### src/design/wsd_pkg.sv
// types and constants shared by the websocket frame deframer modules
// no dependencies; imported by every module of the block
package wsd_pkg;

   // parser phase
   typedef enum logic [2:0] {
      PH_B0  = 3'd0,
      PH_B1  = 3'd1,
      PH_EXT = 3'd2,
      PH_KEY = 3'd3,
      PH_PAY = 3'd4
   } phase_type;

   // result kind, carried on rsp_tuser
   typedef enum logic [1:0] {
      KIND_HEADER  = 2'd0,
      KIND_PAYLOAD = 2'd1,
      KIND_ERROR   = 2'd2
   } kind_type;

   localparam logic [6:0] LEN_CODE_16 = 7'd126;
   localparam logic [6:0] LEN_CODE_64 = 7'd127;
   localparam logic [3:0] EXT_BYTES_16 = 4'd2;
   localparam logic [3:0] EXT_BYTES_64 = 4'd8;
   localparam logic [2:0] KEY_BYTES = 3'd4;

   localparam int LEN_W = 63;

   // one result from the parser
   // hdr is {fin, rsv1, rsv2, rsv3, opcode, masked}
   typedef struct packed {
      logic             valid;
      kind_type         kind;
      logic [8:0]       hdr;
      logic [LEN_W-1:0] len;
      logic [7:0]       pbyte;
      logic             last;
   } res_type;

endpackage

### src/design/wsd_in_stage.sv
// input register of the deframer: holds one accepted stream byte
// depends on wsd_pkg
module wsd_in_stage
   import wsd_pkg::*;
(
   input  logic       clock,
   input  logic       reset,
   input  logic       req_tvalid,
   output logic       req_tready,
   input  logic [7:0] req_byte,
   input  logic       step,
   output logic       in_valid,
   output logic [7:0] in_byte
);

   logic       valid_ff, valid_in;
   logic [7:0] byte_ff;
   logic       load;

   assign req_tready = !valid_ff || step;
   assign load       = req_tvalid && req_tready;

   always_comb begin
      valid_in = valid_ff;
      if (load) begin
         valid_in = 1'b1;
      end else if (step) begin
         valid_in = 1'b0;
      end
   end

   always_ff @(posedge clock) begin
      if (reset) begin
         valid_ff <= 1'b0;
      end else begin
         valid_ff <= valid_in;
      end
   end

   always_ff @(posedge clock) begin
      if (load) begin
         byte_ff <= req_byte;
      end
   end

   assign in_valid = valid_ff;
   assign in_byte  = byte_ff;

endmodule

### src/design/wsd_parser.sv
// frame header parser, payload counter and unmasking for the deframer
// depends on wsd_pkg
module wsd_parser
   import wsd_pkg::*;
(
   input  logic       clock,
   input  logic       reset,
   input  logic       step,
   input  logic [7:0] in_byte,
   output res_type    res
);

   phase_type        phase_ff, phase_in;
   logic [3:0]       ext_left_ff, ext_left_in;
   logic             ext64_ff, ext64_in;
   logic [63:0]      acc_ff, acc_in;
   logic [31:0]      key_ff, key_in;
   logic [2:0]       key_left_ff, key_left_in;
   logic [1:0]       key_pos_ff, key_pos_in;
   logic [LEN_W-1:0] rem_ff, rem_in;
   logic [8:0]       hdr_ff, hdr_in;

   always_comb begin
      logic [63:0]      acc_shift;
      logic [3:0]       ext_dec;
      logic [2:0]       key_dec;
      logic [LEN_W-1:0] rem_dec;
      logic [LEN_W-1:0] fin_len;
      logic [7:0]       kbyte;
      logic             length_done;
      logic             header_done;

      acc_shift   = {acc_ff[55:0], in_byte};
      ext_dec     = (ext_left_ff != 4'd0) ? ext_left_ff - 4'd1 : 4'd0;
      key_dec     = (key_left_ff != 3'd0) ? key_left_ff - 3'd1 : 3'd0;
      rem_dec     = (rem_ff != '0) ? rem_ff - LEN_W'(1) : '0;
      fin_len     = acc_ff[LEN_W-1:0];
      length_done = 1'b0;
      header_done = 1'b0;

      case (key_pos_ff)
         2'd0:    kbyte = key_ff[31:24];
         2'd1:    kbyte = key_ff[23:16];
         2'd2:    kbyte = key_ff[15:8];
         default: kbyte = key_ff[7:0];
      endcase

      phase_in    = phase_ff;
      ext_left_in = ext_left_ff;
      ext64_in    = ext64_ff;
      acc_in      = acc_ff;
      key_in      = key_ff;
      key_left_in = key_left_ff;
      key_pos_in  = key_pos_ff;
      rem_in      = rem_ff;
      hdr_in      = hdr_ff;

      res       = '0;
      res.kind  = KIND_HEADER;

      case (phase_ff)
         PH_B1: begin
            hdr_in = {hdr_ff[8:1], in_byte[7]};
            acc_in = '0;
            if (in_byte[6:0] < LEN_CODE_16) begin
               acc_in      = {57'd0, in_byte[6:0]};
               fin_len     = {56'd0, in_byte[6:0]};
               length_done = 1'b1;
            end else begin
               ext64_in    = (in_byte[6:0] == LEN_CODE_64);
               ext_left_in = (in_byte[6:0] == LEN_CODE_64) ? EXT_BYTES_64 : EXT_BYTES_16;
               phase_in    = PH_EXT;
            end
         end
         PH_EXT: begin
            acc_in      = acc_shift;
            ext_left_in = ext_dec;
            if (ext_dec == 4'd0) begin
               if (ext64_ff && acc_shift[63]) begin
                  res.valid = 1'b1;
                  res.kind  = KIND_ERROR;
                  phase_in  = PH_B0;
               end else begin
                  fin_len     = acc_shift[LEN_W-1:0];
                  length_done = 1'b1;
               end
            end
         end
         PH_KEY: begin
            key_in      = {key_ff[23:0], in_byte};
            key_left_in = key_dec;
            if (key_dec == 3'd0) begin
               header_done = 1'b1;
            end
         end
         PH_PAY: begin
            res.valid  = 1'b1;
            res.kind   = KIND_PAYLOAD;
            res.pbyte  = in_byte ^ kbyte;
            key_pos_in = key_pos_ff + 2'd1;
            rem_in     = rem_dec;
            if (rem_dec == '0) begin
               res.last = 1'b1;
               phase_in = PH_B0;
            end
         end
         default: begin
            // byte 0: fin, rsv and opcode; mask flag cleared until byte 1
            hdr_in   = {in_byte, 1'b0};
            phase_in = PH_B1;
         end
      endcase

      // length known: fetch the key if masked, else the header is done
      if (length_done) begin
         key_in = '0;
         if (hdr_in[0]) begin
            key_left_in = KEY_BYTES;
            phase_in    = PH_KEY;
         end else begin
            header_done = 1'b1;
         end
      end

      if (header_done) begin
         res.valid  = 1'b1;
         res.kind   = KIND_HEADER;
         res.len    = fin_len;
         res.last   = (fin_len == '0);
         rem_in     = fin_len;
         key_pos_in = 2'd0;
         phase_in   = (fin_len == '0) ? PH_B0 : PH_PAY;
      end

      res.hdr = hdr_in;
   end

   always_ff @(posedge clock) begin
      if (reset) begin
         phase_ff    <= PH_B0;
         ext_left_ff <= 4'd0;
         ext64_ff    <= 1'b0;
         key_left_ff <= 3'd0;
         key_pos_ff  <= 2'd0;
      end else if (step) begin
         phase_ff    <= phase_in;
         ext_left_ff <= ext_left_in;
         ext64_ff    <= ext64_in;
         key_left_ff <= key_left_in;
         key_pos_ff  <= key_pos_in;
      end
   end

   always_ff @(posedge clock) begin
      if (step) begin
         acc_ff <= acc_in;
         key_ff <= key_in;
         rem_ff <= rem_in;
         hdr_ff <= hdr_in;
      end
   end

endmodule

### src/design/wsd_out_stage.sv
// result register of the deframer, drives the rsp_ channel
// depends on wsd_pkg
module wsd_out_stage
   import wsd_pkg::*;
(
   input  logic        clock,
   input  logic        reset,
   input  logic        step,
   input  res_type     res,
   output logic        out_valid,
   input  logic        rsp_tready,
   output logic [79:0] rsp_tdata,
   output logic [1:0]  rsp_tuser,
   output logic        rsp_tlast
);

   logic    valid_ff, valid_in;
   res_type res_ff;

   always_comb begin
      valid_in = valid_ff;
      if (step) begin
         valid_in = res.valid;
      end else if (rsp_tready) begin
         valid_in = 1'b0;
      end
   end

   always_ff @(posedge clock) begin
      if (reset) begin
         valid_ff <= 1'b0;
      end else begin
         valid_ff <= valid_in;
      end
   end

   always_ff @(posedge clock) begin
      if (step && res.valid) begin
         res_ff <= res;
      end
   end

   assign out_valid = valid_ff;
   // hdr bit order {fin, rsv1, rsv2, rsv3, opcode, masked} maps to fin in bit 0 upward
   assign rsp_tdata = {res_ff.pbyte, res_ff.len, res_ff.hdr[0], res_ff.hdr[4:1],
                       res_ff.hdr[5], res_ff.hdr[6], res_ff.hdr[7], res_ff.hdr[8]};
   assign rsp_tuser = res_ff.kind;
   assign rsp_tlast = res_ff.last;

endmodule

### src/design/websocket_frame_deframer_core.sv
// top level of the websocket frame deframer
// depends on wsd_pkg, wsd_in_stage, wsd_parser and wsd_out_stage
//
// usage
//   req_ channel: one byte of the frame stream per request, header or payload
//   rsp_ channel: zero or one result per request byte
//     header result once the header is complete (tlast when length is zero)
//     one payload result per payload byte, unmasked with key byte (index mod 4),
//       tlast on the final byte of the frame
//     length error result when a 64-bit length has its top bit set; the parser
//       then waits for byte 0 of a new frame
//   path: a request byte is captured in the input register, then the parser's
//     result for it is captured in the result register that drives rsp_
//   throughput: one request per cycle while rsp_tready is high; the parser
//     state update is the loop that sets this
//   header bytes that give no result still pass through the parser at that rate
//   reset: synchronous, active high; clears both registers' valid flags and
//     puts the parser back to waiting for header byte 0
//   receiver stall: a held result keeps rsp_ stable; one more request sits in
//     the input register, after which req_tready drops until rsp_tready returns
module websocket_frame_deframer_core
   import wsd_pkg::*;
(
   input  logic        clock,
   input  logic        reset,
   input  logic        req_tvalid,
   output logic        req_tready,
   input  logic [7:0]  req_tdata,   // [7:0] stream_byte
   output logic        rsp_tvalid,
   input  logic        rsp_tready,
   // [0] fin, [1] rsv1, [2] rsv2, [3] rsv3, [7:4] opcode, [8] masked,
   // [71:9] payload_length, [79:72] payload_byte
   output logic [79:0] rsp_tdata,
   output logic [1:0]  rsp_tuser,   // [1:0] kind
   output logic        rsp_tlast    // last_of_frame
);

   logic       in_valid;
   logic [7:0] in_byte;
   logic       out_valid;
   logic       step;
   res_type    res;

   // the parser moves when it holds a byte and the result register can take
   // whatever comes out
   assign step = in_valid && (!out_valid || rsp_tready);

   wsd_in_stage u_in (
      .clock      (clock),
      .reset      (reset),
      .req_tvalid (req_tvalid),
      .req_tready (req_tready),
      .req_byte   (req_tdata),
      .step       (step),
      .in_valid   (in_valid),
      .in_byte    (in_byte)
   );

   wsd_parser u_parser (
      .clock   (clock),
      .reset   (reset),
      .step    (step),
      .in_byte (in_byte),
      .res     (res)
   );

   wsd_out_stage u_out (
      .clock      (clock),
      .reset      (reset),
      .step       (step),
      .res        (res),
      .out_valid  (out_valid),
      .rsp_tready (rsp_tready),
      .rsp_tdata  (rsp_tdata),
      .rsp_tuser  (rsp_tuser),
      .rsp_tlast  (rsp_tlast)
   );

   assign rsp_tvalid = out_valid;

endmodule

### config.mk
export PLATFORM = sky130hd
export DESIGN_NAME = websocket_frame_deframer_core
export DESIGN_NICKNAME = d
export VERILOG_FILES = /design/src/design/wsd_pkg.sv /design/src/design/wsd_in_stage.sv /design/src/design/wsd_parser.sv /design/src/design/wsd_out_stage.sv /design/src/design/websocket_frame_deframer_core.sv
export SDC_FILE = /design/constraint.sdc
export NUM_CORES = 1
export LEC_CHECK = 0
export BUFFER_PORTS_ARGS = -buffer_cell sky130_fd_sc_hd__buf_2
export CAP_MARGIN = 20
export CORE_ASPECT_RATIO = 2
export CORE_UTILIZATION = 49
export CTS_CLUSTER_SIZE = 10
export DETAILED_ROUTE_END_ITERATION = 8
export PLACE_DENSITY = 0.76
export RECOVER_POWER = 100
export SLEW_MARGIN = 20
export SYNTH_ARGS = -nofsm -noshare
export SYNTH_HDL_FRONTEND = slang
export SYNTH_HIERARCHICAL = 1
export SYNTH_SLANG_ARGS = --single-unit
### constraint.sdc
create_clock -name clock -period 7.3 [get_ports clock]
set_input_delay 1.095 -clock clock [delete_from_list [all_inputs] [get_ports clock]]
set_output_delay 1.095 -clock clock [all_outputs]
set_load 0.02 [all_outputs]
# After elaboration in Yosys (flattened, before gate mapping)

Index checks and enable logic that the tools add are counted.

Register bits: 273
Input bits: 12
Output and inout bits: 85
Logic and storage cells: 109

Mux-type cells: 50
Order comparisons: 1
Bitwise operators: 2
$add $sub $neg: 4
Reduce and logical (&&, ||, !) cells: 27
Eq/ne operators: 8

Operators by type and width:

| cell                    | count |
|---|---|
| $mux W63                | 6 |
| $pmux W63 S2            | 2 |
| $logic_not A63 Y1       | 2 |
| $reduce_bool A63 Y1     | 1 |
| $sub A63 B1 Y63 const B | 1 |
| $mux W3                 | 15 |
| $mux W32                | 1 |
| $pmux W8 S3             | 1 |
| $pmux W9 S2             | 1 |
| $mux W1                 | 14 |
| $mux W4                 | 3 |
| $pmux W3 S4             | 1 |
| $reduce_bool A2 Y1      | 5 |
| $pmux W4 S2             | 1 |
| $xor A8 B8 Y8           | 1 |
| $eq A7 B7 Y1 const B    | 1 |
| $lt A7 B7 Y1 const B    | 1 |
| $mux W7                 | 1 |
| $eq A3 B2 Y1 const B    | 2 |
| $pmux W3 S2             | 1 |
| $reduce_and A2 Y1       | 3 |
| $reduce_and A3 Y1       | 2 |
| $logic_and A1 B1 Y1     | 4 |
| $logic_not A4 Y1        | 1 |
| 18 further kinds        | 21 |

# Logic depth before layout (Yosys ltp)

Depth after elaboration: 9
Mapped depth: 12
Mapped depth without buffers: 11

# Cells and area by module

Netlist, hierarchy kept.

Modules (own cells, without submodules):

| module                        | seq. area each (um2) | area an instance (um2) | cells an instance | times used |
|---|---|---|---|---|
| wsd_parser                    | 5,275.1              | 10,413.7               | 1,046             | 1 |
| wsd_out_stage                 | 2,512.4              | 2,533.7                | 88                | 1 |
| wsd_in_stage                  | 260.2                | 295.3                  | 13                | 1 |
| websocket_frame_deframer_core | 0.0                  | 11.3                   | 2                 | 1 |

# Worst setup path before layout

OpenSTA, ideal clock, no wires.

Path kind: input to register
Start: in rsp_tready
End: reg u_parser.ext_left_ff[1]
Buffers on the path: 0
Cell stages on the path: 7
Path slack: -513 ps
Data required time: 7,175 ps
Arrival time: 7,688 ps
Library setup time: 125 ps
Cell sequence: inv_1 a21boi_1 inv_1 nor3_1 nand2_1 o21ai_0 a21oi_1

Longest elaborated chain between the ends: 3

Ends and longest elaborated chain:

| element                     | RTL line                            | text |
|---|---|---|
| from (decl)                 | websocket_frame_deframer_core.sv:30 | `input logic rsp_tready,` |
| $logic_or A1 B1 Y1          | websocket_frame_deframer_core.sv:46 | `assign step = in_valid && (!out_valid \|\| rsp_tready);` |
| $logic_and A1 B1 Y1         | websocket_frame_deframer_core.sv:46 |  |
| via step                    | websocket_frame_deframer_core.sv:41 | `logic step;` |
| $reduce_and A3 Y1 (no line) | --                                  |  |
| to (signal assigned)        | wsd_parser.sv:147                   | `ext_left_ff <= ext_left_in;` |
| to (decl)                   | wsd_parser.sv:14                    | `logic [3:0] ext_left_ff, ext_left_in;` |

The timed path passes the listed nets, and every way through them passes these cells.
A chain may end at the register's enable or synchronous reset.

# Worst setup path in the final report

Start: reg u_parser.phase_ff[1]
End: reg u_parser.phase_ff[2]

Longest elaborated chain between the ends: 6
Elaborated cells between the ends (all ways): 17
Those cells by class: eq/ne: 4; mux: 11; reduce/logical: 2

Ends and longest elaborated chain:

| element                                                              | RTL line          | text |
|---|---|---|
| from (decl)                                                          | wsd_parser.sv:13  | `phase_type phase_ff, phase_in;` |
| from (signal assigned)                                               | wsd_parser.sv:146 | `phase_ff <= phase_in;` |
| parallel branches: the longest is 5 deep, another holds $pmux W63 S2 | --                |  |
| $mux W3 *                                                            | wsd_parser.sv:125 | `if (header_done) begin` |

Every way passes the cells marked *.

==> qor.log <==
qor: placement.hpwlAfterDp 26.29 mm
qor: die.num_io_pins 97
qor: setup_path.crit_chain nor3b_1 > clkbuf_1 > and2_1 > buf_4 > a21oi_4 > buf_4 > a21boi_0 > nand4_1 > or4_1 > nor3_2 > nor4_1 > a211o_1
qor: clock_network.path_clk_slew 0.06 ns
qor: setup_path.worst_setup_path_end_kind flip-flop
qor: timing.period_minus_slack 5.572 ns
qor: routing.num_vias 10.06k
qor: layout.drive_gt1_share 5.873%
qor: setup_path.timing.reg2reg.setup_slack 1.73 ns
qor: grt.grt.overflow.total 0
qor: power_and_ir_drop.ir_worst_vdd 0.1915 mV
qor: grt.grt_pass1_wl 56.27 mm
qor: synth.post_synth_inst_count 1149
qor: setup_path.worstSetupPathType flip-flop to flip-flop
qor: setup_path.cpPeakStageDelay 1.60 ns
qor: grt.grt_util_met3 3.876%
qor: synth.total_of_flip_flops_plus_latches_after_synthesis 273
qor: routing.drt-pass1-iter-count 6
qor: placement.dpl_worst_slack 3.118 ns
qor: routing.wire_per_inst 23.52 um
qor: synth.post_synth_main_area_contributors edfxtp_1 (58%), nor2_1 (3.5%), and2_1 (2.8%), xnor2_1 (2.4%), o22ai_1 (2.4%)
qor: timing.timing.max_slew.rel_slack -99.96%
qor: layout.num-nets-final 1249
qor: placement.gp_congestion 1.055
qor: grt.grt_antenna_before_repair 0
qor: timing.totalNegativeSetupSlack 0 ns
qor: clock_network.cts_num_sinks 273
qor: synth.synth-compound-area-share 12.20%
qor: placement.placed_area 14110 sq um
qor: timing.holdWs 0.5316 ns
qor: layout.num-fill-cells 2220
qor: timing.slew_worst_pin 2.999 ns
qor: timing.report.final.hold_viol_count 0
qor: synth.asyncSetResetFlopFracSynth 0%
qor: clock_network.post-cts-setup-buffer-count 0
qor: timing.rsz0062_at_grt no
qor: timing.timing.final.ws_setup 1.728 ns
qor: die.die_height 234.6 um
qor: timing.max_clock_freq 179.5 MHz
qor: die.die_area 27750 sq um
qor: timing.finalSetupViolations 0
qor: layout.multi_input_comb_area 4872 sq um
qor: timing.fin_crit_sh 76.33%
qor: grt.via_count_of_the_first_global_routing_pass 9825
qor: synth.muxShareOfSynthArea 0.8307%
qor: layout.diodes 0
qor: timing.finClkSkew 0.01164 ns
qor: routing.route.antenna.remaining_nets 0
qor: die.placement_rows 84
qor: synth.post-synth-top-area-cell edfxtp_1
qor: layout.area_growth 11.31%
qor: synth.syn-cell-area 13250 sq um
qor: die.floorplan.core_area 26380 sq um
qor: clock_network.clockBufferDepth 3
qor: placement.buffer_ports.inserted 96
qor: clock_network.cts_tree done
qor: synth.avgSynthCellArea 11.54 sq um
qor: synth.combinational_family_with_the_most_area_after_synthesis simple AND/OR/NAND/NOR gates
qor: synth.yosys.area.top_type_share 58.45%
qor: timing.timing_max_transition_violations_final 314
qor: setup_path.worstPathMaxFanout 63
qor: clock_network.cts_made_buffers 31
qor: clock_network.clock_insertion_delay_worst_skew 0.58 ns
qor: outcome.run_status finished, violations left
qor: setup_path.worst_path_most_repeated_cell buf_4
qor: setup_path.startpoint_type flip-flop
qor: placement.dp.cells 1541
qor: synth.adder_cell_fraction_of_synth_area 0.6608%
qor: synth.synth_flop_cell edfxtp_1
qor: outcome.failed_checks capacitance limit, slew limit
qor: clock_network.holdBufCountCts 0
qor: clock_network.h-tree-depth 1
qor: routing.drt-vias-per-instance 6.336
qor: synth.number_of_flops_mapped_to_enable_cells_by_yosys 258
qor: clock_network.clock_tree.root_cell clkbuf_16
qor: layout.final_cell_count_no_fill 1587
qor: grt.grtUsageMet2 49.26%
qor: grt.grt.busiest_layer met2
qor: synth.synth_sequential_area_ratio 60.72%
qor: die.initial_core_util 50.24%
qor: layout.layout.area.seq 8048 sq um
qor: layout.design_area 14750 sq um
qor: clock_network.cts.repair.resized 0
qor: die.die_width 118.3 um
qor: run.max_cap_violations 7
qor: setup_path.worst_ep_arrival 6.04 ns
qor: setup_path.critPathSlowestCell clkbuf_1
qor: min_path.hold_path_class flip-flop to flip-flop
qor: synth.synth.net_count 1168
qor: grt.grt.met1_usage 28.47%
qor: setup_path.required_time_reported_for_the_critical_path_endpoint 7.76 ns
qor: synth.synth_cell_type_count 69
qor: routing.drcViolationCount 0
qor: grt.grt_start_max_net_pins 72
qor: routing.drt_iter0_drc 1053
qor: synth.synth_xor_area_share 4.560%
qor: grt.groute.usage.overall 27.13%
qor: power_and_ir_drop.leakage 4.747 nW
qor: routing.wirelength 37.33 mm
qor: synth.post_synth_and_or_nand_nor_area_fraction 18.62%
qor: synth.ys.warnings.count 6
qor: power_and_ir_drop.power.density 304.9 nW/um^2
[through the flow]
| step | util [%] | power, W |
|---|---|---|
| detailed placement | 53.47 | 0.003154 |
| global placement | 53.44 | 0.003126 |
| CTS | 56.70 | 0.004516 |
| floorplan | - | 0.002812 |
| finish | 55.92 | 0.004498 |
| global route | 55.92 | 0.004657 |
[kinds of logic after synthesis]
family / Yosys count
buffers and inverters: 84
AO/OA/AOI/OAI: 240
flip-flops: 273
adder cells (fa/ha/maj): 7
XOR/XNOR: 69
AND/OR/NAND/NOR: 466
multiplexers: 10
[per-layer routing]
metal / part of all wire, % / vias up
met5: 0 / -
met4: 7.8 / 0
met3: 6.6 / 147
met2: 52 / 547
met1: 34 / 4851
li1: - / 4511
[report_power, final]
part / leakage [nW] / internal [W] / switching, W
Sequential: 2.51 / 0.00200 / 0.000129
Combinational: 1.83 / 0.000293 / 0.000708
Clock: 0.407 / 0.000773 / 0.000599
Total: 4.75 / 0.00306 / 0.00144
[cell type report]
class                      instances  share of cell area (%)
sequential                       273                   54.55
multi-input combinational        792                   33.03
clock buffer                      44                   5.589
timing repair buffer             115                   3.291
tap                              344                   2.917
inverter                          17                  0.4410
clock inverter                     2                  0.1866
[cells in the mapped netlist, types with 17 or more instances]
library cell / n
o22ai_1: 50
nor2_1: 123
and3_1: 38
nor4_1: 35
nand3_1: 22
a21oi_1: 31
xnor2_1: 37
edfxtp_1: 258
clkbuf_1: 56
and2_1: 60
a22oi_1: 33
nand4_1: 20
inv_1: 17
nor3_1: 38
o21ai_0: 44
xor2_1: 32
nand2_1: 66
[path summary, 6_finish.rpt]
| check | cells past startpoint | start | to |
|---|---|---|---|
| setup / recovery | 12 | u_parser/phase_ff[1] | u_parser/phase_ff[2] |
| hold / removal | 2 | u_parser/ext_left_ff[3] | u_parser/ext_left_ff[2] |
| setup reg to reg | 12 | u_parser/phase_ff[1] | u_parser/phase_ff[2] |
| hold reg to reg | 2 | u_parser/ext_left_ff[3] | u_parser/ext_left_ff[2] |
[sequential cells by signal (all words and copies together), names as in the netlist, 2 cells and up]
signal	cells
u_parser/rem_ff	63
u_parser/acc_ff	63
u_parser/hdr_ff	9
u_parser/ext_left_ff	4
u_parser/key_left_ff	3
u_parser/key_pos_ff	2
u_out/rsp_tuser	2
u_parser/key_ff	32
u_parser/phase_ff	3
u_out/rsp_tdata	80
u_in/in_byte	8
[placed cells by master, fill, tap and decap left out, types with 5 or more instances in the layout]
master,synthesis,layout
nor2b_1,11,11
nand2_1,66,66
and2_1,60,35
nand2b_1,6,7
nand4_1,20,20
o22ai_1,50,50
a22oi_1,33,33
edfxtp_1,258,258
xor2_1,32,32
nor3_1,38,38
mux2_1,0,8
nand3_1,22,22
and2_0,0,26
ha_1,7,7
clkbuf_1,56,105
nor4_1,35,35
or3_1,9,9
dfxtp_1,15,15
a21oi_1,31,30
buf_2,4,11
a21boi_0,12,13
o21bai_1,14,14
a222oi_1,8,8
or4_1,6,6
o21ai_0,44,45
and3_1,38,38
nor2_1,123,122
nand4b_1,6,6
o21a_1,6,6
inv_1,17,15
clkbuf_16,0,31
a211oi_1,5,5
nand3b_1,6,6
buf_4,0,10
xnor2_1,37,37
[worst max-delay path: cells and delay by family (launching register included)]
kind                   cells  cell delay (ns)
buffers and inverters      3             2.30
AND/OR/NAND/NOR            6             1.48
AO/OA/AOI/OAI              3             1.06
flip-flops                 1             0.52
No activity file was read; power rests on OpenSTA's default activity.
